<file path="src/rtl/rcs_pkg.sv">
// Types and constants shared by the relay chase sequencer modules.
package rcs_pkg;

    // Number of relays chased and encoder counts per detent.
    localparam int RELAY_COUNT   = 6;
    localparam int DETENT_COUNTS = 4;

    // Width of the relay_on field and of the step counter (0 .. RELAY_COUNT).
    localparam int OUT_RELAYS = 6;
    localparam int STEP_W     = $clog2(RELAY_COUNT + 1);

    // Configuration register indexes.
    localparam logic [1:0] REG_START_PERIOD     = 2'd0;
    localparam logic [1:0] REG_PERIOD_INCREMENT = 2'd1;
    localparam logic [1:0] REG_DEBOUNCE_MS      = 2'd2;

    // Reset values of the configuration registers.
    localparam logic [15:0] START_PERIOD_RESET     = 16'd1000;
    localparam logic [9:0]  PERIOD_INCREMENT_RESET = 10'd20;
    localparam logic [15:0] DEBOUNCE_MS_RESET      = 16'd500;

    // Largest period the encoder can dial in.
    localparam logic [15:0] PERIOD_MAX = 16'hFFFF;

    // One input item: a control-loop pass.
    typedef struct packed {
        logic [31:0]        now_ms;
        logic signed [31:0] encoder_position;
        logic               switch_changed;
    } sample_t;

    // One result item.
    typedef struct packed {
        logic [OUT_RELAYS-1:0] relay_on;
        logic [15:0]           period_ms;
        logic                  edit_target;
        logic                  program_on;
        logic                  is_running;
    } result_t;

    // Configuration values used by the update logic.
    typedef struct packed {
        logic [9:0]  period_increment;
        logic [15:0] debounce_ms;
    } cfg_t;

    // Sequencer state carried from pass to pass.
    typedef struct packed {
        logic [15:0]       period;
        logic [31:0]       last_step_time;
        logic [STEP_W-1:0] relay_step;
        logic              run_flag;
        logic              program_flag;
        logic              edit_select;
        logic [31:0]       last_press_time;
        logic [31:0]       reference_count;
    } state_t;

endpackage

</file>
<file path="src/rtl/rcs_input_stage.sv">
// Input register of the relay chase sequencer: holds one item until it is processed.
module rcs_input_stage (
    input  logic             clk,
    input  logic             rst_n,
    input  logic             sample_valid,
    output logic             sample_stall,
    input  rcs_pkg::sample_t sample,
    input  logic             advance,
    output logic             held_valid,
    output rcs_pkg::sample_t held
);
    import rcs_pkg::*;

    logic    valid_reg;
    logic    valid_next;
    sample_t item_reg;
    logic    take;

    // The register is free when empty or when its item moves on this cycle.
    assign sample_stall = valid_reg && !advance;
    assign take         = sample_valid && !sample_stall;
    assign valid_next   = take || (valid_reg && !advance);

    // Occupancy flag.
    always_ff @(posedge clk or negedge rst_n)
    begin
        if (!rst_n)
        begin
            valid_reg <= 1'b0;
        end
        else
        begin
            valid_reg <= valid_next;
        end
    end

    // Item payload.
    always_ff @(posedge clk)
    begin
        if (take)
        begin
            item_reg <= sample;
        end
    end

    assign held_valid = valid_reg;
    assign held       = item_reg;

endmodule

</file>
<file path="src/rtl/rcs_update.sv">
// Next-state and result logic for one pass of the relay chase sequencer.
module rcs_update (
    input  rcs_pkg::sample_t sample,
    input  rcs_pkg::state_t  state,
    input  rcs_pkg::cfg_t    cfg,
    output rcs_pkg::state_t  state_next,
    output rcs_pkg::result_t result
);
    import rcs_pkg::*;

    localparam logic [31:0] DETENT_UP   = 32'(DETENT_COUNTS);
    localparam logic [31:0] DETENT_DOWN = 32'(0) - 32'(DETENT_COUNTS);

    logic [31:0] press_elapsed;
    logic        press_ok;
    logic        edit_new;
    logic [31:0] diff;
    logic        move_up;
    logic        move_down;
    logic        move;
    logic [16:0] period_sum;
    logic [15:0] inc_ext;
    logic [15:0] period_new;
    logic        program_new;
    logic        run_set;
    logic [31:0] step_elapsed;
    logic        step_due;

    // Debounced button edge toggles the edit target.
    assign press_elapsed = sample.now_ms - state.last_press_time;
    assign press_ok      = sample.switch_changed && (press_elapsed > 32'(cfg.debounce_ms));
    assign edit_new      = state.edit_select ^ press_ok;

    // Encoder: only a move of exactly one detent either way counts.
    assign diff      = unsigned'(sample.encoder_position) - state.reference_count;
    assign move_up   = (diff == DETENT_UP);
    assign move_down = (diff == DETENT_DOWN);
    assign move      = move_up || move_down;

    // Period adjustment with saturation at both ends.
    assign inc_ext    = 16'(cfg.period_increment);
    assign period_sum = {1'b0, state.period} + {1'b0, inc_ext};

    always_comb
    begin
        period_new = state.period;
        if (move && !edit_new)
        begin
            if (move_up)
            begin
                period_new = period_sum[16] ? PERIOD_MAX : period_sum[15:0];
            end
            else
            begin
                period_new = (inc_ext > state.period) ? 16'd0 : (state.period - inc_ext);
            end
        end
    end

    assign program_new = state.program_flag ^ (move && edit_new);
    assign run_set     = state.run_flag || program_new;

    // Step timing on the updated period.
    assign step_elapsed = sample.now_ms - state.last_step_time;
    assign step_due     = run_set && (step_elapsed >= 32'(period_new));

    always_comb
    begin
        state_next                 = state;
        state_next.edit_select     = edit_new;
        state_next.last_press_time = press_ok ? sample.now_ms : state.last_press_time;
        state_next.reference_count = move ? unsigned'(sample.encoder_position)
                                          : state.reference_count;
        state_next.period          = period_new;
        state_next.program_flag    = program_new;
        state_next.run_flag        = run_set;
        if (step_due)
        begin
            state_next.last_step_time = sample.now_ms;
            if (state.relay_step == STEP_W'(RELAY_COUNT))
            begin
                // Blank step: the chase ends here unless program mode holds it.
                state_next.relay_step = '0;
                state_next.run_flag   = program_new;
            end
            else
            begin
                state_next.relay_step = state.relay_step + STEP_W'(1);
            end
        end
    end

    // Result fields from the updated state; relays past the field are dropped.
    always_comb
    begin
        result.relay_on = '0;
        for (int k = 0; k < OUT_RELAYS; k++)
        begin
            if (k < RELAY_COUNT)
            begin
                result.relay_on[k] = (state_next.relay_step == STEP_W'(k + 1));
            end
        end
        result.period_ms   = state_next.period;
        result.edit_target = state_next.edit_select;
        result.program_on  = state_next.program_flag;
        result.is_running  = state_next.run_flag;
    end

endmodule

</file>
<file path="src/rtl/relay_chase_sequencer.sv">
// Top level of the relay chase sequencer: state, configuration and result registers.
//
// Usage: each sample item is one control-loop pass (timestamp, encoder count,
// button-change flag) and produces exactly one result item (relay mask,
// period, edit target, program mode, running flag).
// Both channels use valid and stall; an item moves on a rising edge with
// valid high and stall low. The configuration port writes one register at
// each edge with cfg_write high; index 0 also reloads the period at once.
// An accepted item waits in the input register until the result register can
// take it; its result is then registered and shown on the result port.
// Throughput: one item per cycle while the receiver does not stall; each pass
// is a single step of the update logic between the input and result registers.
// Reset clears the chase state, loads the period with 1000 ms and restores
// the register defaults; no items are held.
// When the receiver stalls, the result register holds its item and the input
// register keeps one more item; after that sample_stall is raised.
module relay_chase_sequencer (
    input  logic             clk,
    input  logic             rst_n,
    input  logic             sample_valid,
    output logic             sample_stall,
    input  rcs_pkg::sample_t sample,
    output logic             result_valid,
    input  logic             result_stall,
    output rcs_pkg::result_t result,
    input  logic             cfg_write,
    input  logic [1:0]       cfg_index,
    input  logic [15:0]      cfg_data
);
    import rcs_pkg::*;

    logic        held_valid;
    sample_t     held;
    logic        advance;
    state_t      state_reg;
    state_t      state_next;
    state_t      state_upd;
    cfg_t        cfg_reg;
    cfg_t        cfg_next;
    result_t     result_reg;
    result_t     result_upd;
    logic        result_valid_reg;
    logic        result_valid_next;

    // Input register.
    rcs_input_stage u_input (
        .clk          (clk),
        .rst_n        (rst_n),
        .sample_valid (sample_valid),
        .sample_stall (sample_stall),
        .sample       (sample),
        .advance      (advance),
        .held_valid   (held_valid),
        .held         (held)
    );

    // One pass of the sequencer.
    rcs_update u_update (
        .sample     (held),
        .state      (state_reg),
        .cfg        (cfg_reg),
        .state_next (state_upd),
        .result     (result_upd)
    );

    // A held item is processed when the result register can take its result.
    assign advance = held_valid && (!result_valid_reg || !result_stall);
    assign result_valid_next = advance || (result_valid_reg && result_stall);

    // Configuration register writes.
    always_comb
    begin
        cfg_next = cfg_reg;
        if (cfg_write)
        begin
            case (cfg_index)
                REG_PERIOD_INCREMENT: cfg_next.period_increment = cfg_data[9:0];
                REG_DEBOUNCE_MS:      cfg_next.debounce_ms      = cfg_data;
                default:              cfg_next = cfg_reg;
            endcase
        end
    end

    // State update; a start period write reloads the period.
    always_comb
    begin
        state_next = advance ? state_upd : state_reg;
        if (cfg_write && (cfg_index == REG_START_PERIOD))
        begin
            state_next.period = cfg_data;
        end
    end

    // Control and state registers.
    always_ff @(posedge clk or negedge rst_n)
    begin
        if (!rst_n)
        begin
            cfg_reg.period_increment  <= PERIOD_INCREMENT_RESET;
            cfg_reg.debounce_ms       <= DEBOUNCE_MS_RESET;
            state_reg.period          <= START_PERIOD_RESET;
            state_reg.last_step_time  <= '0;
            state_reg.relay_step      <= '0;
            state_reg.run_flag        <= 1'b0;
            state_reg.program_flag    <= 1'b0;
            state_reg.edit_select     <= 1'b0;
            state_reg.last_press_time <= '0;
            state_reg.reference_count <= '0;
            result_valid_reg          <= 1'b0;
        end
        else
        begin
            cfg_reg          <= cfg_next;
            state_reg        <= state_next;
            result_valid_reg <= result_valid_next;
        end
    end

    // Result payload register.
    always_ff @(posedge clk)
    begin
        if (advance)
        begin
            result_reg <= result_upd;
        end
    end

    assign result_valid = result_valid_reg;
    assign result       = result_reg;

endmodule

</file>
<file path="config.mk">
export PLATFORM = sky130hd
export DESIGN_NAME = relay_chase_sequencer
export DESIGN_NICKNAME = d
export VERILOG_FILES = /design/src/rtl/rcs_pkg.sv /design/src/rtl/rcs_input_stage.sv /design/src/rtl/rcs_update.sv /design/src/rtl/relay_chase_sequencer.sv
export SDC_FILE = /design/constraint.sdc
export NUM_CORES = 1
export LEC_CHECK = 0
export CORE_ASPECT_RATIO = 0.7
export CORE_UTILIZATION = 40
export DETAILED_ROUTE_END_ITERATION = 10
export DONT_BUFFER_PORTS = 1
export PLACE_DENSITY = 0.51
export RECOVER_POWER = 50
export SETUP_SLACK_MARGIN = 0.5
export SLEW_MARGIN = 20
export SYNTH_ARGS = -nofsm -noshare
export SYNTH_HDL_FRONTEND = slang
export SYNTH_SLANG_ARGS = --single-unit
</file>
<file path="constraint.sdc">
create_clock -name clk -period 10.04 [get_ports clk]
set_input_delay 1.506 -clock clk [delete_from_list [all_inputs] [get_ports clk]]
set_output_delay 1.506 -clock clk [all_outputs]
set_load 0.01 [all_outputs]
</file>
==> flow_metrics.py, run 1 <==
metrics = {
    "status": {
        "result_of_the_run": "finished, violations left",
        "violations_in_the_final_reports": "capacitance limit, slew limit",
    },
    "clocking": {
        "tritoncts": "yes",
        "cts_repair_resize_count": 0,
        "cts_max_path_buffers": 3,
        "clkSlewWorstSetupHoldPaths_ps": 60,
        "cts-root-buf": "clkbuf_16",
        "worstSkewPairLatency_ps": 570,
        "cts_max_level": 1,
        "cts_num_sinks": 236,
        "cts_made_buffers": 29,
    },
    "route": {
        "dr_total_vias": 14890,
        "totalWireLength_mm": 51.46,
        "dr.pass1.iters": 7,
        "route.detailed.drc": 0,
        "wl_per_cell_um": 19.94,
        "drt_iter0_markers": 1246,
        "detail-route-antenna-nets": 0,
        "viasPerCell": 5.769,
    },
    "synth": {
        "synth.area.top_cells": "dfrtp_1, edfxtp_1, ha_1, nand2_1, o21ai_0",
        "synth_seq_cells": 236,
        "syn-instance-count": 2013,
        "yosys_warnings": 0,
        "synth_area_um2": 17600,
        "post_synth.cell_area_avg_um2": 8.745,
        "synth.cells.most_frequent": "nand2_1, inv_1, o21ai_0, a21oi_1, ha_1",
        "netlist-cell-type-count": 100,
        "synthArstFlopShare_pct": 61.86,
        "post_synth_edffs": 90,
        "ys_seq_area_share_pct": 36.20,
        "ys_dominant_reg_cell": "dfrtp_1",
        "post-synth-top-count-cell": "nand2_1",
        "synth_top_area_cell": "dfrtp_1",
        "synth_top_cell_area_share_pct": 18.76,
        "synth_nets": 2250,
    },
    "final_layout": {
        "ratio_of_cells_with_drive_above_1_in_the_final_layout_pct": 7.526,
        "design_area_um2": 19000,
        "area.growth.synth_to_final_pct": 7.939,
        "fin_nets": 2209,
        "largest_reg_flops": 118,
    },
    "setup_path": {
        "critical_path.endpoint_type": "register",
        "timing.critical_path.from_type": "register",
        "slowest_stage": "or4_1",
        "cp_delay_by_family_top": "compound AO/OA/AOI/OAI gates",
        "critPathMaxFanout": 11,
        "cp_data_arrival_time_ps": 9120,
        "cp.required_ps": 10490,
        "worst-setup-path-type": "reg2reg",
        "timing.critical_path.buf_inv": 3,
        "maximum_single_stage_delay_on_the_critical_path_ps": 480,
    },
    "sta": {
        "clock.fmax_mhz": 115.3,
        "timing.final.crit_period_ps": 8669,
        "fin_hold_viols": 0,
        "timing.final.crit_share_pct": 86.35,
        "grt_setup_unrepaired": "false",
        "slew_viol_final": 96,
        "tightest_slew_ps": 4966,
        "final.setup.tns_ps": 0,
        "slew-limit-headroom_pct": -231.1,
        "final-setup-viol-count": 0,
        "clock_skew_ps": 16.66,
    },
    "floorplan": {
        "start_util_pct": 41.05,
        "core_region_area_um2": 42880,
        "boundaryPins": 115,
        "design.die.area_um2": 44870,
        "core.rowCount": 63,
        "die_h_um": 177.5,
        "dieWidth_um": 252.7,
    },
    "global_route": {
        "antenna_violations_before_repair": 7,
        "via_count_of_the_first_global_routing_pass": 13680,
        "overflow": 0,
        "global_route.usage.total_pct": 22.93,
        "grt_max_degree": 147,
        "grt_pass1_wl_mm": 80.21,
    },
    "worst_hold_path": {
        "hold_class": "reg2reg",
    },
    "place": {
        "port_bufs": 0,
        "postPlaceCellArea_um2": 18020,
        "post-dp-hpwl_mm": 39.37,
        "gp_routability_congestion": 0.9518,
    },
    "power": {
        "leakage_nw": 8.175,
        "ir_drop_mv": 0.1585,
        "pwr_density_cell_nw_per_um2": 167.2,
    },
    "run": {
        "maxCapViolCount": 2,
    },
}
-- layout by cell type, fill, tap and decap left out, drive strengths merged, types with 15 or more instances in the layout --
master	instances
a211oi	22
a21o	56
a21oi	155
a31oi	16
and2	15
and3	15
clkbuf	40
dfrtp	132
edfxtp	90
ha	145
inv	176
mux2	37
mux2i	16
nand2	231
nand2b	18
nand3	34
nand4	53
nor2	127
nor2b	17
nor3	40
nor4	23
o21a	20
o21ai	195
o21bai	22
xnor2	38
xor2	20
-- area by class of cell --
class	count	area (um2)
fillers	4277	23880
multi-input cells	1515	10170
flip-flops and latches	236	6374
clock buffers	38	809.5
well taps	585	732.0
inverters	176	660.6
clock inverters	14	128.9
repair buffers	14	122.6
diodes	3	7.507
-- cells by family (layout without fill, tap and decap cells) --
group / Yosys count / in the layout / synth area share [%]
other: 0 / 3 / 0
muxes: 53 / 53 / 3.276
xor gates and xnor gates: 58 / 58 / 2.971
and+or+nand+nor: 632 / 632 / 17.55
adders and majority gates: 149 / 149 / 10.76
DFF: 236 / 236 / 36.20
AOI/OAI and AO/OA: 623 / 623 / 23.08
buffers and inverters: 262 / 242 / 6.155
-- worst min-delay path, cell delays in order (launching register included) --
cell,delay [ps]
edfxtp_1,340
nand2_1,50
o21ai_0,60
-- worst paths after layout --
| kind | depth (start not counted) | from | to | slack, ps |
|---|---|---|---|---|
| setup / recovery | 35 | u_input.held[33] | state_reg[101] | 1370 |
| hold / removal | 2 | u_input.held[8] | state_reg[7] | 480 |
| setup reg to reg | 35 | u_input.held[33] | state_reg[101] | 1370 |
| hold reg to reg | 2 | u_input.held[8] | state_reg[7] | 480 |
| max in group asynchronous | 0 | rst_n | state_reg[111] | 9130 |
| min in group asynchronous | 0 | rst_n | state_reg[4] | 630 |
-- stage by stage --
step           total power, mW  hold WS, ps  instances  worst slack (ps)  util [%]
3_5_place_dp             2.131        478.3       2523              1177     42.02
6_report                 3.178        483.6       2581              1371     44.31
2_1_floorplan            1.883        457.4       2013              2537         -
3_3_place_gp             2.126        468.8       2523              1472     42.02
5_1_grt                  3.370        509.9       2578             511.5     44.30
4_1_cts                  3.198        490.8       2575              1141     44.21
-- per-layer routing --
layer  vias up  track usage [%]  share of wire, %
met5         -                0             0.049
met1      7091            38.48                55
met3        62            4.796               7.5
li1       7272                -                 -
met4         4            5.354               2.2
met2       462            28.14                35
-- what timing repair did --
| action | in CTS | in global routing |
|---|---|---|
| buffers inserted | 0 | 3 |
| setup endpoints to repair | 0 | 25 |
| hold buffers | 0 | 0 |
-- power by group --
part / switching [mW] / internal (mW)
Clock: 0.431 / 0.615
Combinational: 0.576 / 0.365
Sequential: 0.0798 / 1.11
Total: 1.09 / 2.09
(Power assumes the default switching activity.)
==> run 2: changes to the inputs <==
Settings changed: ABC_AREA set to 1.
==> flow_metrics.py, run 2 <==
metrics = {
    "clocking": {
        "cts_repair_resize_count": 0,
        "cts-root-buf": "clkbuf_16",
        "cts_setup_buffers": 0,
        "cts_max_level": 1,
        "cts_max_path_buffers": 3,
        "clkSlewWorstSetupHoldPaths_ps": 60,
        "cts_made_buffers": 27,
        "hold_bufs_at_cts": 0,
        "tritoncts": "yes",
        "worstSkewPairLatency_ps": 580,
        "cts_num_sinks": 236,
    },
    "setup_path": {
        "critical_path.most_common_cell": "nand2_1",
        "slowest_stage": "nand3_4",
        "cp_data_arrival_time_ps": 7720,
        "cp-startpoint": "u_input.held[35]",
        "timing.critical_path.from_type": "register",
        "worst_r2r_endpoint": "state_reg[99]",
        "worst-setup-path-type": "reg2reg",
        "worstReg2RegStart": "u_input.held[35]",
        "critPathMaxFanout": 64,
        "maximum_single_stage_delay_on_the_critical_path_ps": 820,
        "reg2reg_setup_slack_ps": 2800,
        "worstSetupEndpoint": "state_reg[99]",
        "timing.reg2reg.worst_path_depth": 41,
        "critical_path.endpoint_type": "register",
        "cp.required_ps": 10510,
    },
    "sta": {
        "clock_skew_ps": 22.96,
        "final-setup-viol-count": 0,
        "timing.final.crit_share_pct": 72.11,
        "clock.fmax_mhz": 138.1,
        "tightest_slew_ps": 1952,
        "timing.final.crit_period_ps": 7240,
        "grt_setup_unrepaired": "false",
        "slew_viol_final": 70,
        "slew-limit-headroom_pct": -30.11,
        "final.setup.tns_ps": 0,
        "fin_hold_viols": 0,
        "fin_hold_ws_ps": 486.1,
    },
    "power": {
        "ir_drop_mv": 0.1275,
        "leakage_nw": 10.61,
        "pwr_density_cell_nw_per_um2": 218.2,
    },
    "synth": {
        "netlist-cell-type-count": 56,
        "post-synth-top-count-cell": "nand2_1",
        "synth-simple-area-share_pct": 29.51,
        "synth_top_area_cell": "dfrtp_1",
        "ys_seq_area_share_pct": 34.16,
        "synth_top_cell_area_share_pct": 17.71,
        "synth.cells.most_frequent": "nand2_1, inv_1, nor2_1, ha_1, dfrtp_1",
        "synth.area.top_cells": "dfrtp_1, nand2_1, edfxtp_1, inv_1, ha_1",
        "combinational_family_with_the_most_area_after_synthesis": "simple AND/OR/NAND/NOR gates",
        "synthArstFlopShare_pct": 61.86,
        "yosys-mux-area-fraction_pct": 1.871,
        "synth_area_um2": 18660,
        "syn-instance-count": 2654,
        "synth_compound_area_share_pct": 9.966,
        "post_synth_edffs": 90,
        "synth_seq_cells": 236,
        "ys_dominant_reg_cell": "dfrtp_1",
        "synth_nets": 2891,
        "synthXorXnorAreaFrac_pct": 3.005,
        "yosys_warnings": 0,
        "synth_fa_ha_area_share_pct": 10.15,
        "post_synth.cell_area_avg_um2": 7.029,
    },
    "final_layout": {
        "most-common-layout-cells": "nand2_1, inv_1, nor2_1",
        "final_common_cell": "nand2_1",
        "largest_reg_flops": 118,
        "fillers": 4780,
        "area.growth.synth_to_final_pct": 8.062,
        "design_area_um2": 20160,
        "finish.utilization_pct": 44.26,
        "ratio_of_cells_with_drive_above_1_in_the_final_layout_pct": 7.215,
        "fin_nets": 2891,
    },
    "route": {
        "dr_total_vias": 16340,
        "route.detailed.drc": 0,
        "wl_per_cell_um": 17.01,
        "totalWireLength_mm": 55.79,
        "drt_iter0_markers": 1459,
        "detail-route-antenna-nets": 0,
        "viasPerCell": 4.983,
        "dr.pass1.iters": 6,
    },
    "global_route": {
        "grt_pass1_wl_mm": 87.46,
        "global_route.usage.total_pct": 23.77,
        "antenna_violations_before_repair": 2,
        "via_count_of_the_first_global_routing_pass": 15110,
        "overflow": 0,
        "grt_max_degree": 147,
    },
    "floorplan": {
        "dieWidth_um": 260.1,
        "design.die.area_um2": 47520,
        "die_h_um": 182.7,
        "start_util_pct": 40.96,
        "core_region_area_um2": 45540,
        "boundaryPins": 115,
        "core.rowCount": 65,
    },
    "place": {
        "gp_routability_congestion": 0.9324,
        "postPlaceCellArea_um2": 19250,
        "post-dp-hpwl_mm": 45.02,
        "port_bufs": 0,
    },
    "status": {
        "result_of_the_run": "finished, violations left",
        "violations_in_the_final_reports": "capacitance limit, slew limit",
    },
    "worst_hold_path": {
        "hold_class": "reg2reg",
    },
    "run": {
        "maxCapViolCount": 2,
    },
}
[run 2: cell count changes after synthesis, sizes merged, moves of 18 or more]
cell and change:
buf -23, nand3 +79, clkbuf -30, nand2 +664, nand4 -22, nand2b -18
xor2 +28, xnor2 -22, o21ai -81, nor2 +102, inv +329, a21o -50
a21oi -19, a211oi -19
[run 2: how the worst min path moves through the flow]
stage,startpoint,end,slack [ps],cells past startpoint
finish,cfg_reg[1],cfg_reg[1],490,2
global route,cfg_reg[1],cfg_reg[1],510,2
CTS,cfg_reg[1],cfg_reg[1],490,2
global placement,u_input.held_valid,result_valid,470,2
detailed placement,cfg_reg[1],cfg_reg[1],470,2
floorplan,cfg_reg[10],cfg_reg[10],450,2
[run 2: critical path, delay by kind of cell, from the launching register on]
family | cells | cell delay, ps
and+or+nand+nor | 30 | 4060
adders and majority gates | 3 | 980
DFF | 1 | 470
AOI/OAI and AO/OA | 5 | 1050
xor gates and xnor gates | 1 | 200
buffers and inverters | 2 | 310
[run 2: final cells by class]
cell class,count,area [um2],area share (%)
well taps,603,754.5,3.743
repair buffers,6,41.29,0.2048
flip-flops and latches,236,6374,31.62
clock inverters,10,137.6,0.6827
inverters,505,1897,9.409
multi-input cells,1878,10180,50.48
clock buffers,40,774.5,3.842
diodes,2,5.005,0.02483
[run 2: per-stage QoR]
step | std cells | total power, mW | setup slack (ps)
2_1_floorplan | 2654 | 2.794 | 4720
3_3_place_gp | 3228 | 3.334 | 2931
3_5_place_dp | 3228 | 3.349 | 2873
4_1_cts | 3278 | 4.418 | 2808
5_1_grt | 3279 | 4.772 | 2038
6_report | 3280 | 4.398 | 2800
[run 2: layer usage]
| layer | up-vias | global-route usage (%) | routed length, um |
|---|---|---|---|
| met5 | - | 0 | 0 |
| met4 | 0 | 4.538 | 970 |
| met3 | 48 | 3.944 | 3386 |
| met2 | 366 | 32.26 | 21050 |
| met1 | 7563 | 38.46 | 30390 |
| li1 | 8366 | - | - |
[run 2: cells by family after synthesis]
family / Yosys count
xor gates and xnor gates: 64
DFF: 236
buffers and inverters: 540
and+or+nand+nor: 1324
adders and majority gates: 149
muxes: 31
AOI/OAI and AO/OA: 310
[run 2: power breakdown]
group,total [mW],internal [mW],switching (mW),leakage [nW]
clock,1.04,0.610,0.429,0.431
sequential,1.29,1.18,0.113,2.65
combinational,2.07,0.700,1.37,7.52
